**src/hdl/pde_pkg.sv**
```systemverilog
// ----------------------------------------------------------------------------
// pde_pkg
// shared types and constants of the pairwise distance engine
// ----------------------------------------------------------------------------
package pde_pkg;

   localparam int unsigned COORD_W   = 24;
   localparam int unsigned DIST_W    = 25;
   localparam int unsigned PIDX_W    = 4;
   localparam int unsigned DIFF_W    = COORD_W + 1;
   localparam int unsigned SQ_W      = 2 * DIFF_W;
   localparam int unsigned SUM_W     = SQ_W + 2;
   localparam int unsigned ROOT_W    = SUM_W / 2;

   localparam logic [4:0] ACT_P_RESET = 5'd2;
   localparam logic [1:0] ACT_D_RESET = 2'd3;

   localparam logic CSR_ACTIVE_PARTICLES = 1'b0;
   localparam logic CSR_ACTIVE_DIMS      = 1'b1;

   localparam logic MODE_LOAD = 1'b0;
   localparam logic MODE_MOVE = 1'b1;

   typedef struct packed {
      logic                       mode;
      logic [PIDX_W-1:0]          particle;
      logic signed [COORD_W-1:0]  coord_x;
      logic signed [COORD_W-1:0]  coord_y;
      logic signed [COORD_W-1:0]  coord_z;
   } req_type;

   typedef struct packed {
      logic [PIDX_W-1:0] other_particle;
      logic [DIST_W-1:0] distance;
      logic              last;
   } rsp_type;

   // one pair job handed from front to back
   typedef struct packed {
      logic [PIDX_W-1:0] other;
      logic [SUM_W-1:0]  sum;
      logic              last;
   } job_type;

endpackage

```
**src/hdl/pde_front.sv**
```systemverilog
// ----------------------------------------------------------------------------
// pde_front
// stores positions, walks the partner list and builds squared sums
// ----------------------------------------------------------------------------
module pde_front #(
   parameter int unsigned MAX_PARTICLES = 16,
   parameter int unsigned MAX_DIMS      = 3
) (
   input  logic                 clock,
   input  logic                 reset,
   input  logic                 req_valid,
   output logic                 req_ready,
   input  pde_pkg::req_type     req_data,
   input  logic [4:0]           act_p,
   input  logic [1:0]           act_d,
   output logic                 job_valid,
   input  logic                 job_ready,
   output pde_pkg::job_type     job_data
);
   localparam int unsigned IDX_W = (MAX_PARTICLES > 1) ? $clog2(MAX_PARTICLES) : 1;
   localparam int unsigned CNT_W = $clog2(MAX_PARTICLES + 2);
   localparam int unsigned DIM_W = (MAX_DIMS > 1) ? $clog2(MAX_DIMS) : 1;

   typedef enum logic [5:0] {
      ST_IDLE = 6'b000001,
      ST_FIND = 6'b000010,
      ST_DIFF = 6'b000100,
      ST_SQR  = 6'b001000,
      ST_ADD  = 6'b010000,
      ST_PUSH = 6'b100000
   } state_type;

   state_type state_ff, state_in;

   // position table, cleared by reset
   logic signed [pde_pkg::COORD_W-1:0]   pos_mem [MAX_PARTICLES][MAX_DIMS];

   logic                                 mode_ff;
   logic [pde_pkg::PIDX_W-1:0]           p_ff;
   logic signed [pde_pkg::COORD_W-1:0]   cur_ff [MAX_DIMS];
   logic [CNT_W-1:0]                     j_ff, j_in;
   logic [CNT_W-1:0]                     n_ff;
   logic [1:0]                           dims_ff;
   logic [DIM_W-1:0]                     d_ff, d_in;
   logic signed [pde_pkg::DIFF_W-1:0]    diff_ff;
   logic [pde_pkg::SQ_W-1:0]             sq_ff;
   logic [pde_pkg::SUM_W-1:0]            sum_ff, sum_in;

   logic signed [pde_pkg::COORD_W-1:0]   req_c [3];
   logic [CNT_W-1:0]  n_cl;
   logic [1:0]        d_cl;
   logic              sel_ok;
   logic [CNT_W-1:0]  next_j;
   logic              any_next;
   logic [IDX_W-1:0]  jidx;
   logic [IDX_W-1:0]  pidx;

   assign req_c[0] = req_data.coord_x;
   assign req_c[1] = req_data.coord_y;
   assign req_c[2] = req_data.coord_z;
   assign pidx     = IDX_W'(req_data.particle);

   // clamp configuration
   always_comb begin
      if (act_p < 5'd2) n_cl = CNT_W'(2);
      else if (32'(act_p) > MAX_PARTICLES) n_cl = CNT_W'(MAX_PARTICLES);
      else n_cl = CNT_W'(act_p);
      d_cl = act_d;
      if (act_d == 2'd0) d_cl = 2'd1;
      if (32'(act_d) > MAX_DIMS) d_cl = 2'(MAX_DIMS);
   end

   // partner selection (j ascending, skip self; in load mode only j below the particle)
   function automatic logic selected(input logic [CNT_W-1:0] j, input logic m,
                                     input logic [pde_pkg::PIDX_W-1:0] p,
                                     input logic [CNT_W-1:0] n);
      logic r;
      r = (j < n) && (32'(j) != 32'(p));
      if (m == pde_pkg::MODE_LOAD && 32'(j) > 32'(p)) r = 1'b0;
      return r;
   endfunction

   // only self can sit between two partners, so look at most two ahead
   always_comb begin
      next_j   = j_ff + CNT_W'(1);
      if (!selected(next_j, mode_ff, p_ff, n_ff)) next_j = next_j + CNT_W'(1);
      any_next = selected(next_j, mode_ff, p_ff, n_ff);
   end

   assign sel_ok    = selected(j_ff, mode_ff, p_ff, n_ff);
   assign jidx      = j_ff[IDX_W-1:0];
   assign req_ready = (state_ff == ST_IDLE);

   // control: per pair, diff, square and add once per dimension, then push
   always_comb begin
      state_in = state_ff;
      j_in     = j_ff;
      d_in     = d_ff;
      sum_in   = sum_ff;
      unique case (state_ff)
         ST_IDLE: begin
            if (req_valid) begin
               j_in     = '0;
               state_in = ST_FIND;
            end
         end
         ST_FIND: begin
            d_in   = '0;
            sum_in = '0;
            if (sel_ok) begin
               state_in = ST_DIFF;
            end else if (any_next) begin
               j_in     = next_j;
               state_in = ST_DIFF;
            end else begin
               state_in = ST_IDLE;
            end
         end
         ST_DIFF: state_in = ST_SQR;
         ST_SQR:  state_in = ST_ADD;
         ST_ADD: begin
            sum_in = sum_ff + pde_pkg::SUM_W'(sq_ff);
            if (32'(d_ff) + 32'd1 >= 32'(dims_ff)) begin
               state_in = ST_PUSH;
            end else begin
               d_in     = d_ff + DIM_W'(1);
               state_in = ST_DIFF;
            end
         end
         ST_PUSH: begin
            if (job_ready) begin
               if (any_next) begin
                  j_in     = next_j;
                  d_in     = '0;
                  sum_in   = '0;
                  state_in = ST_DIFF;
               end else begin
                  state_in = ST_IDLE;
               end
            end
         end
         default: state_in = ST_IDLE;
      endcase
   end

   assign job_valid         = (state_ff == ST_PUSH);
   assign job_data.other    = pde_pkg::PIDX_W'(j_ff);
   assign job_data.sum      = sum_ff;
   assign job_data.last     = !any_next;

   always_ff @(posedge clock) begin
      if (reset) begin
         state_ff <= ST_IDLE;
      end else begin
         state_ff <= state_in;
      end
   end

   // position writes, indexes outside the table write nothing
   always_ff @(posedge clock) begin
      if (reset) begin
         for (int i = 0; i < MAX_PARTICLES; i++)
            for (int d = 0; d < MAX_DIMS; d++)
               pos_mem[i][d] <= '0;
      end else if (req_valid && req_ready && 32'(req_data.particle) < MAX_PARTICLES) begin
         for (int d = 0; d < MAX_DIMS; d++)
            pos_mem[pidx][d] <= req_c[d];
      end
   end

   // datapath: capture item, per-dim diff then square
   always_ff @(posedge clock) begin
      j_ff   <= j_in;
      d_ff   <= d_in;
      sum_ff <= sum_in;
      if (req_valid && req_ready) begin
         mode_ff <= req_data.mode;
         p_ff    <= req_data.particle;
         n_ff    <= n_cl;
         dims_ff <= d_cl;
         for (int d = 0; d < MAX_DIMS; d++)
            cur_ff[d] <= req_c[d];
      end
      if (state_ff == ST_DIFF)
         diff_ff <= pde_pkg::DIFF_W'(cur_ff[d_ff]) - pde_pkg::DIFF_W'(pos_mem[jidx][d_ff]);
      if (state_ff == ST_SQR)
         sq_ff <= pde_pkg::SQ_W'(diff_ff * diff_ff);
   end

endmodule

```
**src/hdl/pde_sqrt.sv**
```systemverilog
// ----------------------------------------------------------------------------
// pde_sqrt
// back end: bit-serial integer square root, one result bit a cycle
// ----------------------------------------------------------------------------
module pde_sqrt (
   input  logic              clock,
   input  logic              reset,
   input  logic              job_valid,
   output logic              job_ready,
   input  pde_pkg::job_type  job_data,
   output logic              rsp_valid,
   input  logic              rsp_ready,
   output pde_pkg::rsp_type  rsp_data
);
   localparam int unsigned RW = pde_pkg::ROOT_W;
   localparam int unsigned CW = $clog2(RW + 1);

   logic                         busy_ff;
   logic [CW-1:0]                cnt_ff;
   logic [RW-1:0]                rem_ff;
   logic [pde_pkg::SUM_W-1:0]    val_ff;
   logic [RW-1:0]                root_ff;
   logic [pde_pkg::PIDX_W-1:0]   oth_ff;
   logic                         last_ff;
   logic                         out_v_ff;
   pde_pkg::rsp_type             out_ff;

   logic [RW+1:0] trial, rem_sh;
   logic          done;

   assign job_ready = !busy_ff;
   assign rsp_valid = out_v_ff;
   assign rsp_data  = out_ff;
   assign done      = busy_ff && (cnt_ff == CW'(RW)) && (!out_v_ff || rsp_ready);

   // restoring step on two sum bits
   always_comb begin
      rem_sh = {rem_ff, val_ff[pde_pkg::SUM_W-1 -: 2]};
      trial  = {root_ff, 2'b01};
   end

   always_ff @(posedge clock) begin
      if (reset) begin
         busy_ff  <= 1'b0;
         out_v_ff <= 1'b0;
      end else begin
         if (done) out_v_ff <= 1'b1;
         else if (rsp_valid && rsp_ready) out_v_ff <= 1'b0;
         if (job_valid && job_ready) busy_ff <= 1'b1;
         else if (done) busy_ff <= 1'b0;
      end
   end

   always_ff @(posedge clock) begin
      if (job_valid && job_ready) begin
         val_ff  <= job_data.sum;
         rem_ff  <= '0;
         root_ff <= '0;
         cnt_ff  <= '0;
         oth_ff  <= job_data.other;
         last_ff <= job_data.last;
      end else if (busy_ff && cnt_ff != CW'(RW)) begin
         val_ff <= val_ff << 2;
         cnt_ff <= cnt_ff + CW'(1);
         if (rem_sh >= trial) begin
            rem_ff  <= RW'(rem_sh - trial);
            root_ff <= {root_ff[RW-2:0], 1'b1};
         end else begin
            rem_ff  <= RW'(rem_sh);
            root_ff <= {root_ff[RW-2:0], 1'b0};
         end
      end
      if (done) begin
         out_ff.other_particle <= oth_ff;
         out_ff.distance       <= pde_pkg::DIST_W'(root_ff);
         out_ff.last           <= last_ff;
      end
   end

   a_busy_count: assert property (@(posedge clock) disable iff (reset)
      busy_ff |-> cnt_ff <= CW'(RW))
      else $error("count range");
   a_done: assert property (@(posedge clock) disable iff (reset)
      (job_valid && job_ready) |=> busy_ff)
      else $error("job not taken");
   a_out: assert property (@(posedge clock) disable iff (reset)
      (rsp_valid && !rsp_ready) |=> rsp_valid)
      else $error("result dropped");

endmodule

```
**src/hdl/pairwise_distance_engine_unit.sv**
```systemverilog
// ----------------------------------------------------------------------------
// pairwise_distance_engine_unit
// the bit-serial root sets the pace and takes one pair job at a time
// a new request is taken only after the last job of the previous one is pushed
// reset: synchronous, positions read as zero, registers to 2 and 3
// ----------------------------------------------------------------------------
module pairwise_distance_engine_unit #(
   parameter int unsigned MAX_PARTICLES = 16,
   parameter int unsigned MAX_DIMS      = 3
) (
   input  logic              clock,
   input  logic              reset,
   input  logic              req_valid,
   output logic              req_ready,
   input  pde_pkg::req_type  req_data,
   output logic              rsp_valid,
   input  logic              rsp_ready,
   output pde_pkg::rsp_type  rsp_data,
   input  logic              csr_valid,
   output logic              csr_ready,
   input  logic              csr_index,
   input  logic [4:0]        csr_data
);
   logic [4:0] act_p_ff;
   logic [1:0] act_d_ff;
   logic       job_valid, job_ready;
   pde_pkg::job_type job_data;

   assign csr_ready = 1'b1;

   // configuration registers
   always_ff @(posedge clock) begin
      if (reset) begin
         act_p_ff <= pde_pkg::ACT_P_RESET;
         act_d_ff <= pde_pkg::ACT_D_RESET;
      end else if (csr_valid) begin
         unique case (csr_index)
            pde_pkg::CSR_ACTIVE_PARTICLES: act_p_ff <= csr_data;
            pde_pkg::CSR_ACTIVE_DIMS:      act_d_ff <= csr_data[1:0];
            default: ;
         endcase
      end
   end

   pde_front #(.MAX_PARTICLES(MAX_PARTICLES), .MAX_DIMS(MAX_DIMS)) u_front (
      .clock, .reset, .req_valid, .req_ready, .req_data,
      .act_p(act_p_ff), .act_d(act_d_ff),
      .job_valid, .job_ready, .job_data
   );

   pde_sqrt u_sqrt (
      .clock, .reset, .job_valid, .job_ready, .job_data,
      .rsp_valid, .rsp_ready, .rsp_data
   );

endmodule
```
**config.mk**
```make
export PLATFORM = sky130hd
export DESIGN_NAME = pairwise_distance_engine_unit
export DESIGN_NICKNAME = d
export VERILOG_FILES = /design/src/hdl/pde_pkg.sv /design/src/hdl/pde_front.sv /design/src/hdl/pde_sqrt.sv /design/src/hdl/pairwise_distance_engine_unit.sv
export SDC_FILE = /design/constraint.sdc
export NUM_CORES = 2
export LEC_CHECK = 0
export BUFFER_PORTS_ARGS = -buffer_cell sky130_fd_sc_hd__buf_2
export CORE_ASPECT_RATIO = 1.5
export CORE_UTILIZATION = 50
export CTS_CLUSTER_SIZE = 8
export DETAILED_ROUTE_END_ITERATION = 16
export GPL_TIMING_DRIVEN = 0
export PLACE_DENSITY = 0.77
export SETUP_SLACK_MARGIN = 0.3
export SLEW_MARGIN = 20
export SYNTH_ARGS = -nofsm -noshare
export SYNTH_HDL_FRONTEND = slang
export SYNTH_SLANG_ARGS = --single-unit
```
**constraint.sdc**
```tcl
create_clock -name clock -period 13.75 [get_ports clock]
set_clock_uncertainty 0.1 [all_clocks]
set_input_delay 4.125 -clock clock [delete_from_list [all_inputs] [get_ports clock]]
set_output_delay 4.125 -clock clock [all_outputs]
set_load 0.05 [all_outputs]
```
[After elaboration in Yosys (flattened, before gate mapping)]
Memories as Yosys holds them, arrays and structs flattened. A register that Yosys moved wholly into a read port is not among the register bits.
Index checks and enable logic that the tools add are counted.
Storage, ports and cells
  flip-flop bits (word level): 305
  bits in latches: 0
  bits in writable memories: 1224
  ROM bits: 0
  input bits: 88
  logic and storage cells: 140
  memories kept: 2
Memory list
  u_front.pos_mem: depth 16, width 72, rd ports 1, clocked after Yosys merged registers in 1, write ports 16, RTL line pde_front.sv:36  | logic signed [pde_pkg::COORD_W-1:0] pos_mem [MAX_PARTICLES][MAX_DIMS];
  u_front.cur_ff: depth 3, width 24, rd ports 1, clocked after Yosys merged registers in 1, write ports 3, RTL line pde_front.sv:40  | logic signed [pde_pkg::COORD_W-1:0] cur_ff [MAX_DIMS];
Operators by class
  $add $sub $neg: 8
  $mul: 1
  div/mod/pow operators: 0
  order comparisons: 11
  eq/ne operators: 16
  shifts and indexed selects: 0
  multiplexer cells: 45
  bitwise gates (word level): 3
  reductions and logical operators: 30
Operators by type and width (count)
  52-bit two-way mux: 4
  52-bit case mux with 3 select lines: 1
  72-bit two-way mux: 1
  72-bit OR reduction: 1
  52-bit by 50-bit adder with 52-bit output: 1
  25-bit by 25-bit multiplier with 50-bit output: 1
  24-bit binary-select mux with 2-bit select: 1
  24-bit two-way mux: 2
  6-bit case mux with 6 select lines: 1
  32-bit by 2-bit greater-or-equal comparator with 1-bit output: 1
  5-bit two-way mux: 6
  28-bit greater-or-equal comparator: 1
  26-bit two-way mux: 1
  26-bit subtractor: 1
  24-bit by 24-bit subtractor with 25-bit output: 1
  6-bit two-way mux: 4
  5-bit by 1-bit adder with 5-bit output, second input constant: 3
  5-bit by 4-bit greater-than comparator with 1-bit output: 3
  5-bit less-than comparator: 3
  1-bit two-way mux: 15
  5-bit by 4-bit inequality test with 1-bit output: 3
  5-bit case mux with 3 select lines: 1
  1-bit logical AND: 12
  2-bit inequality test, second input constant: 5
  other kinds (28): 41

[Logic depth before layout (Yosys ltp)]
  depth after elaboration: 12
  depth in mapped cells: 29
  depth with buffers taken out: 27

[Cells and area by module]
Synthesis repeated with hierarchy kept, for this count alone.
Unflattened totals
  cells, all modules: 7028
  area total of the unflattened synthesis: 92423.6 µm²
By module, submodules not included
  pde_front: instances 1, cells an instance 6412, area each 85251.8 µm², seq. area each 41349.7 µm²
  pde_sqrt: instances 1, cells an instance 586, area each 6866.6 µm², seq. area each 3793.6 µm²
  pairwise_distance_engine_unit: instances 1, cells an instance 30, area each 305.3 µm², seq. area each 140.1 µm²

[Worst setup path before layout]
OpenSTA, ideal clock, no wires.
  path kind: register to register
  from: reg u_front.diff_ff[18] (netlist name)
  to: reg u_front.sq_ff[46] (netlist name), data pin
  library setup time: 0.259 ns
  data arrival time: 7.024 ns
  data required time: 13.391 ns
  setup slack: 6.367 ns
  cell stages (with the launch flop): 27
  buffers on the path: 2
  clock period less this slack: 7.383 ns
  cell sequence: edfxtp_1 > clkbuf_1 > clkbuf_1 > nand2_1 > fa_1 > inv_1 > fa_1 > inv_1 > fa_1 > fa_1 > inv_1 > fa_1 > fa_1 > inv_1 > fa_1 > inv_1 > ha_1 > a21o_1 > a21o_1 > a211oi_1 > nand3_1 > a31oi_1 > a21oi_1 > a211o_1 > a221o_1 > a21oi_1 > xnor2_1
Between the ends
  cells in the longest elaborated chain, start to end: 1
RTL lines
  start, declared: RTL line pde_front.sv:45  | logic signed [pde_pkg::DIFF_W-1:0] diff_ff;
  start signal, assigned: RTL line pde_front.sv:185  | diff_ff <= pde_pkg::DIFF_W'(cur_ff[d_ff]) - pde_pkg::DIFF_W'(pos_mem[jidx][d_ff]);
  25-bit by 25-bit multiplier with 50-bit output: RTL line pde_front.sv:187  | sq_ff <= pde_pkg::SQ_W'(diff_ff * diff_ff);
  end signal, assigned: RTL line pde_front.sv:187
  end, declared: RTL line pde_front.sv:46  | logic [pde_pkg::SQ_W-1:0] sq_ff;
Every way passes these cells.
A chain may end at the register's enable or synchronous reset.

[Worst setup path in the final report]
  from: reg u_front.diff_ff[18] (netlist name)
  to: reg u_front.sq_ff[49] (netlist name), data pin
The elaborated chain is that of the path after synthesis.

==> results.toml <==
[outcome]
outcome = "complete, no violations"

[pwr]
totalPowerFinal_mw = 13.4
power_density_nw_per_um2 = 131
ir_worst_vdd_v = 0.000119
power.leakage_nw = 41.1

[clock_tree]
cts-resized-gates = 0
cts_tree = "built"
path_clk_slew_ns = 0.05
cts_max_level = 4
clock-sinks = 1534
hold_buffers = 0
worstSkewPairLatency_ns = 0.90
cts_setup_buffers = 0
cts_buffers = 218
cts_root_buf = "clkbuf_16"
cts_max_path_buffers = 4

[drt]
drt_iter0_markers = 5521
wl_per_cell_um = 26.7
drc = 0
vias = 57900
routed_wirelength_um = 264000
first_pass_iters = 6
antenna_left = 0
viasPerCell = 5.84

[synth]
ys_seq_area_share_pct = 49.2
synth_area_um2 = 92000
syn_inst = 7001
synth_ff_type = "edfxtp_1"
synth_seq_cells = 1534
async_reset_ff_share_pct = 0
syn_nets = 7974
ys_types = 95
ys_warn_count = 0
synth-edff-count = 1456
avgSynthCellArea_um2 = 13.1

[timing]
post-route-worst-setup-slack_ns = 4.35
worstMarginPinSlew_ns = 1.22
setup_viol = 0
fin_crit_sh_pct = 68.4
slew_headroom_pct = 18.5
hold-worst-slack_ns = 0.357
period_needed_ns = 9.40
slew_viol_final = 0
finalSetupTns_ns = 0
rsz0062_at_grt = "no"
hold_violations = 0
clock.fmax_mhz = 106

[global_route]
grt_usage_pct = 28.5
grt-ovfl-total = 0
grt_pass1_wl_um = 386000
antenna_found_initial = 43
grt_max_degree = 51
grt_pass1_vias = 61600

[worst_setup_path]
critPathRequiredTime_ns = 14.27
cp-start-kind = "flip-flop"
setup.worst_path.end_class = "flip-flop"
cp.arrival_ns = 9.93
reg2reg_slack_ns = 4.35
critPathMaxFanout = 10
path_class = "flip-flop to flip-flop"

[floorplan]
die_w_um = 352
core_um2 = 183000
rows = 192
dieArea_um2 = 186000
die_h_um = 527
start_util_pct = 50.4
io_pins = 121

[final_layout]
synthToLayoutAreaGrowth_pct = 11.5
finalNetCount = 8371
finalInstanceArea_um2 = 103000
postLayoutCoreUtil_pct = 56.2
drive_gt1_share_pct = 12.5
layoutNonFillerInstCount = 9906

[placement]
place_congestion = 0.967
port-buffer-count = 119
pre_cts_ws_ns = 4.46
placed_area_um2 = 96700
dp_cells = 9603
dp_hpwl_um = 202000

[min_path]
hp-class = "flip-flop to flip-flop"

[job]
maxCapViolCount = 0
==> per-layer routing <==
metal  vias to the layer above  share of wire (%)  global-route usage [%]
met1                     29200                 32                    29.3
met3                       951                8.0                    6.23
met4                        32                8.8                    22.1
li1                      24800                  -                       -
met2                      2928                 51                    50.2
met5                         -              0.073                       0
==> synth_stat cells (78+ instances only) <==
library cell,number,share of area [%]
edfxtp_1,1456,48
fa_1,607,13
clkbuf_1,348,1.4
nor2_1,201,0.82
mux4_2,359,8.8
and2_1,1282,8.7
inv_1,833,3.4
a21oi_1,201,1.1
nand2_1,382,1.6
mux2i_1,80,0.87
o21ai_0,122,0.66
ha_1,278,3.8
xnor2_1,109,1.0
dfxtp_1,78,1.7
==> kinds of logic after synthesis <==
group | after synthesis | share of synthesized area (%)
AOI/OAI and AO/OA | 585 | 4.04
xor gates and xnor gates | 157 | 1.50
adders and majority gates | 885 | 17.0
buffers and inverters | 1226 | 5.03
DFF | 1534 | 49.2
muxes | 494 | 10.3
other | 1 | 0.00408
and+or+nand+nor | 2119 | 12.8
==> final timing paths <==
check,startpoint,endpoint,cells after the start
worst max-delay path,u_front.diff_ff[18]$_DFFE_PP_,u_front.sq_ff[49]$_DFFE_PP_,26
worst min register to register,u_sqrt.root_ff[25]$_SDFFE_PP0P_,u_sqrt.root_ff[25]$_SDFFE_PP0P_,2
worst max register to register,u_front.diff_ff[18]$_DFFE_PP_,u_front.sq_ff[49]$_DFFE_PP_,26
worst min-delay path,u_sqrt.root_ff[25]$_SDFFE_PP0P_,u_sqrt.root_ff[25]$_SDFFE_PP0P_,2
==> layout by cell type, fill, tap and decap left out, types with 14 or more instances in the layout <==
master / synthesis / final
a21oi_1: 201 / 201
o21a_1: 25 / 25
fa_1: 607 / 606
nor3_1: 30 / 26
diode_2: 0 / 33
a31oi_1: 18 / 18
buf_12: 0 / 16
o21bai_1: 21 / 21
nand4_1: 22 / 22
buf_1: 33 / 18
nand2_1: 382 / 382
xnor2_1: 109 / 109
xor2_1: 47 / 47
o211ai_1: 17 / 17
mux2i_1: 80 / 80
or2_4: 0 / 16
and3_1: 22 / 21
nand3_1: 34 / 34
and2_1: 1282 / 1282
edfxtp_1: 1456 / 1456
mux4_2: 359 / 359
a211oi_1: 18 / 18
buf_16: 0 / 14
ha_1: 278 / 278
clkbuf_1: 348 / 375
a21o_1: 65 / 65
buf_6: 0 / 14
clkbuf_16: 0 / 218
nor2b_1: 47 / 47
dfxtp_1: 78 / 78
buf_2: 7 / 136
clkbuf_2: 1 / 20
o21ai_0: 122 / 122
nor2_1: 201 / 189
buf_4: 3 / 15
inv_1: 833 / 831
mux2_2: 53 / 53
nand2b_1: 30 / 30
==> worst max-delay path, cell delays in order (launching register included) <==
cell      delay [ns]
edfxtp_1        0.68
clkbuf_1        0.66
clkbuf_1        0.65
nand2_1         0.23
fa_1            0.44
inv_1           0.09
fa_1            0.48
fa_1            0.56
inv_1           0.05
fa_1            0.51
inv_1           0.06
fa_1            0.47
fa_1            0.52
inv_1           0.05
fa_1            0.55
inv_1           0.07
ha_1            0.30
clkbuf_1        0.36
nand4_1         0.23
nor2_1          0.20
nand3_1         0.16
o41a_1          0.46
a31oi_1         0.45
nand3_1         0.20
o21ai_0         0.25
a21oi_1         0.11
xnor2_1         0.29
==> registers in the layout, summed over array words and instances (netlist names), 2 cells and up, named ones only <==
name,flops
u_front.pos_mem,1152
u_front.cur_ff,72
u_front.sum_ff,52
u_sqrt.val_ff,52
u_front.sq_ff,49
u_sqrt.rsp_data,30
u_sqrt.rem_ff,26
u_sqrt.root_ff,26
u_front.diff_ff,25
u_front.state_ff,6
act_p_ff,5
u_front.j_ff,5
u_front.n_ff,5
u_sqrt.cnt_ff,5
u_front.p_ff,4
u_sqrt.oth_ff,4
act_d_ff,2
u_front.d_ff,2
u_front.dims_ff,2
==> cell type report <==
class | count | area [um^2]
Fill cell | 14600 | 80000
Sequential cell | 1534 | 45300
Multi-Input combinational cell | 4241 | 42200
Clock buffer | 259 | 5610
Inverter | 834 | 3130
Tap cell | 2425 | 3030
Timing Repair Buffer | 177 | 1580
Buffer | 392 | 1530
Clock inverter | 11 | 128
Antenna cell | 33 | 82.6
==> power by group <==
| part | switching (mW) | leakage [nW] | total [mW] | internal [mW] |
|---|---|---|---|---|
| clock network | 1.92 | 2.80 | 4.72 | 2.81 |
| registers | 0.0858 | 15.4 | 5.46 | 5.37 |
| logic | 1.94 | 23.0 | 3.23 | 1.29 |
| total | 3.94 | 41.1 | 13.4 | 9.47 |
Note: power is estimated with default switching activity, not from simulation.
